**src/rtl/core/rcs_pkg.sv**
```systemverilog
// shared types and constants for the rotation coordinate stepper
// no dependencies; used by every module of the block
package rcs_pkg;

	localparam int COORD_BITS_DEF = 16;
	localparam int FRAC_BITS_DEF  = 8;
	localparam int COEF_BITS      = 10;
	localparam int CFG_IDX_BITS   = 3;

	typedef logic signed [COEF_BITS-1:0] coef_t;

	// reset value of the two diagonal gains: unity at 8 fraction bits
	localparam coef_t COEF_UNITY = coef_t'(256);
	localparam coef_t COEF_ZERO  = coef_t'(0);

	typedef struct packed {
		coef_t line_from_line;
		coef_t line_from_col;
		coef_t col_from_line;
		coef_t col_from_col;
	} coef_set_t;

	typedef enum logic [1:0] {
		OP_ROTATE    = 2'd0,
		OP_STEP      = 2'd1,
		OP_BOX_RESET = 2'd2,
		OP_BOX_WIDEN = 2'd3
	} op_t;

	typedef enum logic [CFG_IDX_BITS-1:0] {
		REG_LINE_FROM_LINE = 3'd0,
		REG_LINE_FROM_COL  = 3'd1,
		REG_COL_FROM_LINE  = 3'd2,
		REG_COL_FROM_COL   = 3'd3,
		REG_ORIGIN_LINE    = 3'd4,
		REG_ORIGIN_COL     = 3'd5
	} cfg_reg_t;

	typedef struct packed {
		logic valid;
		op_t  op;
	} stage_ctl_t;

endpackage

```
**src/rtl/core/rotation_coordinate_stepper_top.sv**
```systemverilog
// top level of the rotation coordinate stepper
// depends on rcs_pkg, rcs_cfg, rcs_rotate, rcs_state
//
// Fixed-point rotation address generator. It takes one operation per clock
// while item_stall is low (rotate, step one column, rotate and reset box,
// rotate and widen box) and returns one result per operation: the position
// and bounding box after it. From input transfer to result the data passes
// an input register holding the offsets from the origin, a register after
// the four gain multipliers, and the position/box register, which is also
// the result register. Steps and box updates read that register directly,
// so items stream back to back at one per cycle with no gaps while
// result_stall is low. The result register frees itself in the cycle its
// transfer completes, and the two earlier stages keep taking input while a
// finished result waits to be taken, until they are full. Configuration is
// always ready and must be written only while the block is empty.
module rotation_coordinate_stepper_top #(
	parameter int COORD_BITS = rcs_pkg::COORD_BITS_DEF,
	parameter int FRAC_BITS = rcs_pkg::FRAC_BITS_DEF,
	localparam int POS_W = COORD_BITS + 3,
	localparam int CFG_W = (COORD_BITS > rcs_pkg::COEF_BITS) ?
		COORD_BITS : rcs_pkg::COEF_BITS
) (
	input  logic                                clk,
	input  logic                                arst_n,
	input  logic                                cfg_valid,
	output logic                                cfg_ready,
	input  logic [rcs_pkg::CFG_IDX_BITS-1:0]    cfg_index,
	input  logic [CFG_W-1:0]                    cfg_data,
	input  logic                                item_valid,
	output logic                                item_stall,
	input  logic [1:0]                          opcode,
	input  logic signed [COORD_BITS-1:0]        src_line,
	input  logic signed [COORD_BITS-1:0]        src_col,
	output logic                                result_valid,
	input  logic                                result_stall,
	output logic signed [POS_W-1:0]             rot_line,
	output logic signed [POS_W-1:0]             rot_col,
	output logic [FRAC_BITS-1:0]                line_fraction,
	output logic [FRAC_BITS-1:0]                col_fraction,
	output logic signed [POS_W-1:0]             box_line_min,
	output logic signed [POS_W-1:0]             box_line_max,
	output logic signed [POS_W-1:0]             box_col_min,
	output logic signed [POS_W-1:0]             box_col_max
);

	localparam int SUM_W = COORD_BITS + rcs_pkg::COEF_BITS + 2;

	rcs_pkg::coef_set_t coef;
	logic signed [COORD_BITS-1:0] origin_line, origin_col;
	rcs_pkg::stage_ctl_t ctl_s2;
	logic signed [SUM_W-1:0] lsum_s2, ksum_s2;
	logic down_ready;

	assign cfg_ready = 1'b1;

	rcs_cfg #(
		.COORD_BITS (COORD_BITS),
		.CFG_W      (CFG_W)
	) u_cfg (
		.clk         (clk),
		.arst_n      (arst_n),
		.cfg_valid   (cfg_valid),
		.cfg_index   (cfg_index),
		.cfg_data    (cfg_data),
		.coef        (coef),
		.origin_line (origin_line),
		.origin_col  (origin_col)
	);

	rcs_rotate #(
		.COORD_BITS (COORD_BITS),
		.SUM_W      (SUM_W)
	) u_rotate (
		.clk         (clk),
		.arst_n      (arst_n),
		.item_valid  (item_valid),
		.item_stall  (item_stall),
		.opcode      (opcode),
		.src_line    (src_line),
		.src_col     (src_col),
		.coef        (coef),
		.origin_line (origin_line),
		.origin_col  (origin_col),
		.down_ready  (down_ready),
		.ctl_s2      (ctl_s2),
		.lsum_s2     (lsum_s2),
		.ksum_s2     (ksum_s2)
	);

	rcs_state #(
		.COORD_BITS (COORD_BITS),
		.FRAC_BITS  (FRAC_BITS),
		.SUM_W      (SUM_W),
		.POS_W      (POS_W)
	) u_state (
		.clk           (clk),
		.arst_n        (arst_n),
		.ctl_s2        (ctl_s2),
		.lsum_s2       (lsum_s2),
		.ksum_s2       (ksum_s2),
		.coef          (coef),
		.origin_line   (origin_line),
		.origin_col    (origin_col),
		.down_ready    (down_ready),
		.result_valid  (result_valid),
		.result_stall  (result_stall),
		.rot_line      (rot_line),
		.rot_col       (rot_col),
		.line_fraction (line_fraction),
		.col_fraction  (col_fraction),
		.box_line_min  (box_line_min),
		.box_line_max  (box_line_max),
		.box_col_min   (box_col_min),
		.box_col_max   (box_col_max)
	);

endmodule

```
**src/rtl/core/rcs_cfg.sv**
```systemverilog
// configuration registers: rotation gains and origin
// depends on rcs_pkg
module rcs_cfg #(
	parameter int COORD_BITS = rcs_pkg::COORD_BITS_DEF,
	parameter int CFG_W = COORD_BITS
) (
	input  logic                               clk,
	input  logic                               arst_n,
	input  logic                               cfg_valid,
	input  logic [rcs_pkg::CFG_IDX_BITS-1:0]   cfg_index,
	input  logic [CFG_W-1:0]                   cfg_data,
	output rcs_pkg::coef_set_t                 coef,
	output logic signed [COORD_BITS-1:0]       origin_line,
	output logic signed [COORD_BITS-1:0]       origin_col
);

	rcs_pkg::coef_set_t coef_q;
	logic signed [COORD_BITS-1:0] origin_line_q;
	logic signed [COORD_BITS-1:0] origin_col_q;
	rcs_pkg::coef_t wr_coef;
	logic signed [COORD_BITS-1:0] wr_origin;

	assign wr_coef   = rcs_pkg::coef_t'(cfg_data[rcs_pkg::COEF_BITS-1:0]);
	assign wr_origin = $signed(cfg_data[COORD_BITS-1:0]);

	always_ff @(posedge clk or negedge arst_n) begin
		if (!arst_n) begin
			coef_q.line_from_line <= rcs_pkg::COEF_UNITY;
			coef_q.line_from_col  <= rcs_pkg::COEF_ZERO;
			coef_q.col_from_line  <= rcs_pkg::COEF_ZERO;
			coef_q.col_from_col   <= rcs_pkg::COEF_UNITY;
			origin_line_q         <= '0;
			origin_col_q          <= '0;
		end else if (cfg_valid) begin
			case (rcs_pkg::cfg_reg_t'(cfg_index))
				rcs_pkg::REG_LINE_FROM_LINE: coef_q.line_from_line <= wr_coef;
				rcs_pkg::REG_LINE_FROM_COL:  coef_q.line_from_col  <= wr_coef;
				rcs_pkg::REG_COL_FROM_LINE:  coef_q.col_from_line  <= wr_coef;
				rcs_pkg::REG_COL_FROM_COL:   coef_q.col_from_col   <= wr_coef;
				rcs_pkg::REG_ORIGIN_LINE:    origin_line_q         <= wr_origin;
				rcs_pkg::REG_ORIGIN_COL:     origin_col_q          <= wr_origin;
				default: ;
			endcase
		end
	end

	assign coef        = coef_q;
	assign origin_line = origin_line_q;
	assign origin_col  = origin_col_q;

endmodule

```
**src/rtl/core/rcs_rotate.sv**
```systemverilog
// input register and rotation products: offsets from origin, then the two
// fixed-point weighted sums; depends on rcs_pkg
module rcs_rotate #(
	parameter int COORD_BITS = rcs_pkg::COORD_BITS_DEF,
	parameter int SUM_W = COORD_BITS + rcs_pkg::COEF_BITS + 2
) (
	input  logic                          clk,
	input  logic                          arst_n,
	input  logic                          item_valid,
	output logic                          item_stall,
	input  logic [1:0]                    opcode,
	input  logic signed [COORD_BITS-1:0]  src_line,
	input  logic signed [COORD_BITS-1:0]  src_col,
	input  rcs_pkg::coef_set_t            coef,
	input  logic signed [COORD_BITS-1:0]  origin_line,
	input  logic signed [COORD_BITS-1:0]  origin_col,
	input  logic                          down_ready,
	output rcs_pkg::stage_ctl_t           ctl_s2,
	output logic signed [SUM_W-1:0]       lsum_s2,
	output logic signed [SUM_W-1:0]       ksum_s2
);

	localparam int DW = COORD_BITS + 1;
	localparam int PW = DW + rcs_pkg::COEF_BITS;

	rcs_pkg::stage_ctl_t ctl_s1;
	rcs_pkg::stage_ctl_t ctl_s2_q;
	logic signed [DW-1:0] dl_s1, dk_s1;
	logic signed [PW-1:0] p_ll, p_lc, p_cl, p_cc;
	logic ready_s1, ready_s2;

	assign ready_s2   = !ctl_s2_q.valid || down_ready;
	assign ready_s1   = !ctl_s1.valid || ready_s2;
	assign item_stall = !ready_s1;

	always_ff @(posedge clk or negedge arst_n) begin
		if (!arst_n) begin
			ctl_s1.valid   <= 1'b0;
			ctl_s1.op      <= rcs_pkg::OP_ROTATE;
			ctl_s2_q.valid <= 1'b0;
			ctl_s2_q.op    <= rcs_pkg::OP_ROTATE;
		end else begin
			if (ready_s1) begin
				ctl_s1.valid <= item_valid;
				ctl_s1.op    <= rcs_pkg::op_t'(opcode);
			end
			if (ready_s2) begin
				ctl_s2_q <= ctl_s1;
			end
		end
	end

	// offsets are exact at one bit wider than the coordinates
	always_ff @(posedge clk) begin
		if (ready_s1 && item_valid) begin
			dl_s1 <= DW'(src_line) - DW'(origin_line);
			dk_s1 <= DW'(src_col) - DW'(origin_col);
		end
	end

	assign p_ll = PW'(dl_s1) * PW'(coef.line_from_line);
	assign p_lc = PW'(dk_s1) * PW'(coef.line_from_col);
	assign p_cl = PW'(dl_s1) * PW'(coef.col_from_line);
	assign p_cc = PW'(dk_s1) * PW'(coef.col_from_col);

	always_ff @(posedge clk) begin
		if (ready_s2 && ctl_s1.valid) begin
			lsum_s2 <= SUM_W'(p_ll) + SUM_W'(p_lc);
			ksum_s2 <= SUM_W'(p_cl) + SUM_W'(p_cc);
		end
	end

	assign ctl_s2 = ctl_s2_q;

endmodule

```
**src/rtl/core/rcs_state.sv**
```systemverilog
// position, fraction and bounding box registers; these double as the result
// register. floor split, column step and box update; depends on rcs_pkg
module rcs_state #(
	parameter int COORD_BITS = rcs_pkg::COORD_BITS_DEF,
	parameter int FRAC_BITS = rcs_pkg::FRAC_BITS_DEF,
	parameter int SUM_W = COORD_BITS + rcs_pkg::COEF_BITS + 2,
	parameter int POS_W = COORD_BITS + 3
) (
	input  logic                          clk,
	input  logic                          arst_n,
	input  rcs_pkg::stage_ctl_t           ctl_s2,
	input  logic signed [SUM_W-1:0]       lsum_s2,
	input  logic signed [SUM_W-1:0]       ksum_s2,
	input  rcs_pkg::coef_set_t            coef,
	input  logic signed [COORD_BITS-1:0]  origin_line,
	input  logic signed [COORD_BITS-1:0]  origin_col,
	output logic                          down_ready,
	output logic                          result_valid,
	input  logic                          result_stall,
	output logic signed [POS_W-1:0]       rot_line,
	output logic signed [POS_W-1:0]       rot_col,
	output logic [FRAC_BITS-1:0]          line_fraction,
	output logic [FRAC_BITS-1:0]          col_fraction,
	output logic signed [POS_W-1:0]       box_line_min,
	output logic signed [POS_W-1:0]       box_line_max,
	output logic signed [POS_W-1:0]       box_col_min,
	output logic signed [POS_W-1:0]       box_col_max
);

	localparam int IW = SUM_W - FRAC_BITS;
	localparam int SW = ((FRAC_BITS + 1 > rcs_pkg::COEF_BITS) ?
		FRAC_BITS + 1 : rcs_pkg::COEF_BITS) + 1;
	localparam int SIW = SW - FRAC_BITS;

	logic result_valid_q;
	logic signed [POS_W-1:0] pos_line_q, pos_col_q;
	logic [FRAC_BITS-1:0] frac_line_q, frac_col_q;
	logic signed [POS_W-1:0] min_line_q, max_line_q, min_col_q, max_col_q;

	logic signed [IW-1:0] rl_int, rk_int;
	logic signed [IW+POS_W-1:0] rl_ext, rk_ext;
	logic signed [POS_W-1:0] rot_line_new, rot_col_new;
	logic signed [SW-1:0] sl_sum, sk_sum;
	logic signed [SIW-1:0] sl_int, sk_int;
	logic signed [POS_W-1:0] step_line_new, step_col_new;
	logic signed [POS_W-1:0] nl, nk;
	logic [FRAC_BITS-1:0] nfl, nfk;
	logic take;

	assign down_ready = !result_valid_q || !result_stall;
	assign take       = ctl_s2.valid && down_ready;

	// rotate: floor is the arithmetic shift, the fraction the low bits
	assign rl_int       = $signed(lsum_s2[SUM_W-1:FRAC_BITS]);
	assign rk_int       = $signed(ksum_s2[SUM_W-1:FRAC_BITS]);
	assign rl_ext       = (IW+POS_W)'(rl_int);
	assign rk_ext       = (IW+POS_W)'(rk_int);
	assign rot_line_new = rl_ext[POS_W-1:0] + POS_W'(origin_line);
	assign rot_col_new  = rk_ext[POS_W-1:0] + POS_W'(origin_col);

	// step: fraction plus column gain, carry folds into the integer part
	assign sl_sum        = SW'($signed({1'b0, frac_line_q})) + SW'(coef.line_from_col);
	assign sk_sum        = SW'($signed({1'b0, frac_col_q})) + SW'(coef.col_from_col);
	assign sl_int        = $signed(sl_sum[SW-1:FRAC_BITS]);
	assign sk_int        = $signed(sk_sum[SW-1:FRAC_BITS]);
	assign step_line_new = pos_line_q + POS_W'(sl_int);
	assign step_col_new  = pos_col_q + POS_W'(sk_int);

	always_comb begin
		if (ctl_s2.op == rcs_pkg::OP_STEP) begin
			nl  = step_line_new;
			nk  = step_col_new;
			nfl = sl_sum[FRAC_BITS-1:0];
			nfk = sk_sum[FRAC_BITS-1:0];
		end else begin
			nl  = rot_line_new;
			nk  = rot_col_new;
			nfl = lsum_s2[FRAC_BITS-1:0];
			nfk = ksum_s2[FRAC_BITS-1:0];
		end
	end

	always_ff @(posedge clk or negedge arst_n) begin
		if (!arst_n) begin
			result_valid_q <= 1'b0;
			pos_line_q     <= '0;
			pos_col_q      <= '0;
			frac_line_q    <= '0;
			frac_col_q     <= '0;
			min_line_q     <= '0;
			max_line_q     <= '0;
			min_col_q      <= '0;
			max_col_q      <= '0;
		end else if (take) begin
			result_valid_q <= 1'b1;
			pos_line_q     <= nl;
			pos_col_q      <= nk;
			frac_line_q    <= nfl;
			frac_col_q     <= nfk;
			case (ctl_s2.op)
				rcs_pkg::OP_BOX_RESET: begin
					min_line_q <= nl;
					max_line_q <= nl;
					min_col_q  <= nk;
					max_col_q  <= nk;
				end
				rcs_pkg::OP_BOX_WIDEN: begin
					if (nl < min_line_q) min_line_q <= nl;
					if (nl > max_line_q) max_line_q <= nl;
					if (nk < min_col_q) min_col_q <= nk;
					if (nk > max_col_q) max_col_q <= nk;
				end
				default: ;
			endcase
		end else if (!result_stall) begin
			result_valid_q <= 1'b0;
		end
	end

	assign result_valid  = result_valid_q;
	assign rot_line      = pos_line_q;
	assign rot_col       = pos_col_q;
	assign line_fraction = frac_line_q;
	assign col_fraction  = frac_col_q;
	assign box_line_min  = min_line_q;
	assign box_line_max  = max_line_q;
	assign box_col_min   = min_col_q;
	assign box_col_max   = max_col_q;

endmodule

```
**config.mk**
```make
export PLATFORM = sky130hd
export DESIGN_NAME = rotation_coordinate_stepper_top
export DESIGN_NICKNAME = d
export VERILOG_FILES = /design/src/rtl/core/rcs_pkg.sv /design/src/rtl/core/rotation_coordinate_stepper_top.sv /design/src/rtl/core/rcs_cfg.sv /design/src/rtl/core/rcs_rotate.sv /design/src/rtl/core/rcs_state.sv
export SDC_FILE = /design/constraint.sdc
export NUM_CORES = 2
export LEC_CHECK = 0
export BUFFER_PORTS_ARGS = -buffer_cell sky130_fd_sc_hd__buf_2
export CORE_ASPECT_RATIO = 2
export CORE_MARGIN = 3
export CORE_UTILIZATION = 60
export DETAILED_ROUTE_END_ITERATION = 10
export PLACE_DENSITY_LB_ADDON = 0.25
export SLEW_MARGIN = 25
export SYNTH_ARGS = -nofsm -noshare
export SYNTH_HDL_FRONTEND = slang
export SYNTH_SLANG_ARGS = --single-unit
```
**constraint.sdc**
```tcl
create_clock -name clk -period 19.5 [get_ports clk]
set_input_delay 2.925 -clock clk [delete_from_list [all_inputs] [get_ports clk]]
set_output_delay 2.925 -clock clk [all_outputs]
set_load 0.02 [all_outputs]
```
==> impl_metrics.csv <==
group,metric,value,unit
status,outcome,"finished clean",
global_route,grt_max_degree,79,
worst_hold_path,hp-class,"register to register",
synthesis,syn_nets,5637,
critical_path,cp_common_cell,"fa_1",
sta,setup_tns,0,ps
final_layout,final_cell_mix,"934 x inv_1, 696 x fa_1, 494 x nand2_1",
sta,min_period,7750,ps
synthesis,yosysUniqueCellTypes,85,
sta,rsz0062_at_grt,"false",
critical_path,crit_path_max_fanout,17,
place,portBuffers,189,
clocking,clock_path_buffers,3,
clocking,numClockSinks,297,
clocking,cts_resized,0,
critical_path,r2r_cells,22,
floorplan,fp.dieW,196,um
synthesis,synth_area_per_cell,9.60,um^2
sta,slew_viol_final,0,
synthesis,ys_seq_elements,297,
critical_path,path_class,"register to register",
route,drtPass1Iterations,5,
final_layout,area_growth,6.31,%
route,viasPerCell,5.75,
global_route,grtUsageTotal,30.8,%
critical_path,crit_path_max_incr_delay,770,ps
critical_path,crit_arrival,8080,ps
clocking,cts_tree,"yes",
critical_path,worstPathCellList,"clkinv_1 -> fa_1 -> inv_1 -> fa_1 -> inv_1 -> fa_1 -> inv_1 -> fa_1 -> fa_1 -> fa_1 -> inv_1 -> fa_1 -> inv_1 -> ha_1 -> o41ai_1 -> a21oi_1 -> a21oi_1 -> o21ai_0 -> o41ai_1 -> o311ai_0 -> a21oi_1 -> xnor2_1",
synthesis,synth_edf_count,88,
sta,period_share,39.7,%
global_route,grt_pass1_wl,181000,um
critical_path,worstSetupEndpoint,"u_rotate.lsum_s2[25]",
clocking,cts_made_buffers,27,
sta,skew,30.8,ps
sta,hold_viol,0,
sta,fmax,0.129,GHz
clocking,cts-hold-fix-buffers,0,
place,post-dp-hpwl,93000,um
floorplan,core_area,71000,um^2
floorplan,start_util,60.8,%
global_route,grt_pass1_vias,34600,
floorplan,num_rows,138,
critical_path,critPathSlowestCell,"fa_1",
synthesis,syn_inst,4497,
critical_path,r2r-end,"u_rotate.lsum_s2[25]",
critical_path,cp-startpoint,"u_cfg.coef[29]",
route,post_drt_wl_per_cell,20.5,um
sta,worst_slew_pin_slew,1050,ps
synthesis,async_flop_share,70.4,%
critical_path,r2r-start,"u_cfg.coef[29]",
clocking,clock-root-buffer,"clkbuf_16",
route,drc,0,
synthesis,synth-seq-area-share,18.2,%
route,num_vias,31700,
sta,relSlewSlack,29.9,%
synthesis,ys.flop_type,"dfrtp_1",
final_layout,layout_commonest_cell,"inv_1",
final_layout,finalNetCount,5729,
synthesis,synthesis.area,43200,um^2
global_route,overflow,0,
global_route,antenna_found_initial,0,
route,routed_wl,113000,um
flow_run,drv_cap,0,
floorplan,pin_count,191,
clocking,post-cts-setup-buffers,0,
route,ant_nets,0,
critical_path,required,19830,ps
clocking,clk_pin_slew_worst_paths,70,ps
critical_path,crit_path_end_kind,"register",
floorplan,die_h,385,um
final_layout,drive_gt1_share,9.96,%
place,place_congestion,0.944,
clocking,htree_num_levels,1,
route,drt_iter0_markers,1573,
sta,setup_viol,0,
critical_path,crit_path_start_kind,"register",
critical_path,r2r_slack,11750,ps
floorplan,dieArea,75400,um^2
synthesis,yosysWarnings,0,
clocking,clk_latency,590,ps
-- worst min-delay path by stage --
stage,slack [ps],start,to,depth (start not counted)
after floorplan,430,u_rotate.ctl_s1[0],u_rotate.ctl_s1[0],2
after global placement,460,u_rotate.ctl_s1[0],u_rotate.ctl_s1[0],2
after detailed placement,470,u_rotate.ctl_s1[0],u_rotate.ctl_s1[0],2
after CTS,490,u_rotate.ctl_s1[0],u_rotate.ctl_s1[0],2
after global routing,510,u_rotate.ctl_s1[0],u_rotate.ctl_s1[0],2
final,480,u_rotate.ctl_s1[0],u_rotate.ctl_s1[0],2
-- state kept, by name, summed over array words and instances, names as in the netlist, 17 cells and up --
signal / cells
u_rotate.ksum_s2: 27
u_rotate.dl_s1: 17
u_state.box_col_min: 19
u_rotate.dk_s1: 17
u_cfg.coef: 40
u_rotate.lsum_s2: 27
u_state.box_col_max: 19
u_state.rot_col: 19
u_state.rot_line: 19
u_state.box_line_max: 19
u_state.box_line_min: 19
-- stage by stage --
stage | utilization (%) | cell area (um^2) | std cells | hold slack (ps) | worst slack, ps
global route | 64.6 | 45900 | 5519 | 508 | 11310
CTS | 64.6 | 45900 | 5519 | 486 | 11740
floorplan | - | 43200 | 4497 | 433 | 12410
detailed placement | 63.3 | 44900 | 5470 | 470 | 11740
finish | 64.7 | 45900 | 5522 | 480 | 11750
global placement | 63.2 | 44900 | 5468 | 464 | 11800
-- logic make-up (layout without fill, tap and decap cells) --
group	Yosys count	after routing	synth area share [%]
XOR/XNOR	161	161	3.27
buffers and inverters	1097	1209	9.64
AO/OA/AOI/OAI	499	499	7.55
adder cells (fa/ha/maj)	1082	1082	43.5
other	1	4	0.00869
AND/OR/NAND/NOR	1201	1201	13.6
flip-flops	297	297	18.2
multiplexers	159	159	4.20
-- critical path: cells and delay by family, from the launching register on --
kind	cells	cell delay, ps
buf+inv	6	940
flops	1	570
xor+xnor	1	70
fa+ha+maj	8	4060
compound gates	7	1850
-- cells in the mapped netlist (12+ instances only) --
master,n,share of area (%)
fa_1,696,32
inv_1,934,8.1
and3_1,15,0.22
dfrtp_1,207,12
xnor2_1,121,2.5
mux2_2,131,3.4
ha_1,386,11
nand4_1,17,0.25
a211oi_1,20,0.35
nand2_1,495,4.3
nor2b_1,25,0.36
mux2i_1,14,0.32
o21bai_1,15,0.26
o21a_1,32,0.56
o21ai_0,117,1.4
a31oi_1,20,0.29
xor2_1,40,0.81
and2_1,322,4.7
nand3_1,24,0.28
clkbuf_1,149,1.3
nor2_1,154,1.3
nor3_1,37,0.43
a21o_1,57,0.99
nand2b_1,57,0.83
a21oi_1,124,1.4
edfxtp_1,88,6.1
or3_1,12,0.17
-- metal layers --
layer  global-route usage [%]  wire (um)  up-vias
met5                        0          0        -
met4                     26.7      12500        0
met2                     57.7      60600      988
met1                     30.2      35900    16100
met3                     2.01       4040      488
li1                         -          -    14200
-- area by class of cell --
cell class	instances	area [um^2]
antenna	3	7.51
clock buffer	33	782
clock inverter	16	178
fill	5782	25100
inverter	936	3510
multi-input combinational	3103	31200
sequential	297	7880
tap	910	1140
timing repair buffer	224	1230
Power is left out: the tool's default activity adds up to more than one toggle a clock period on the data nets, which glitch-free logic cannot reach.
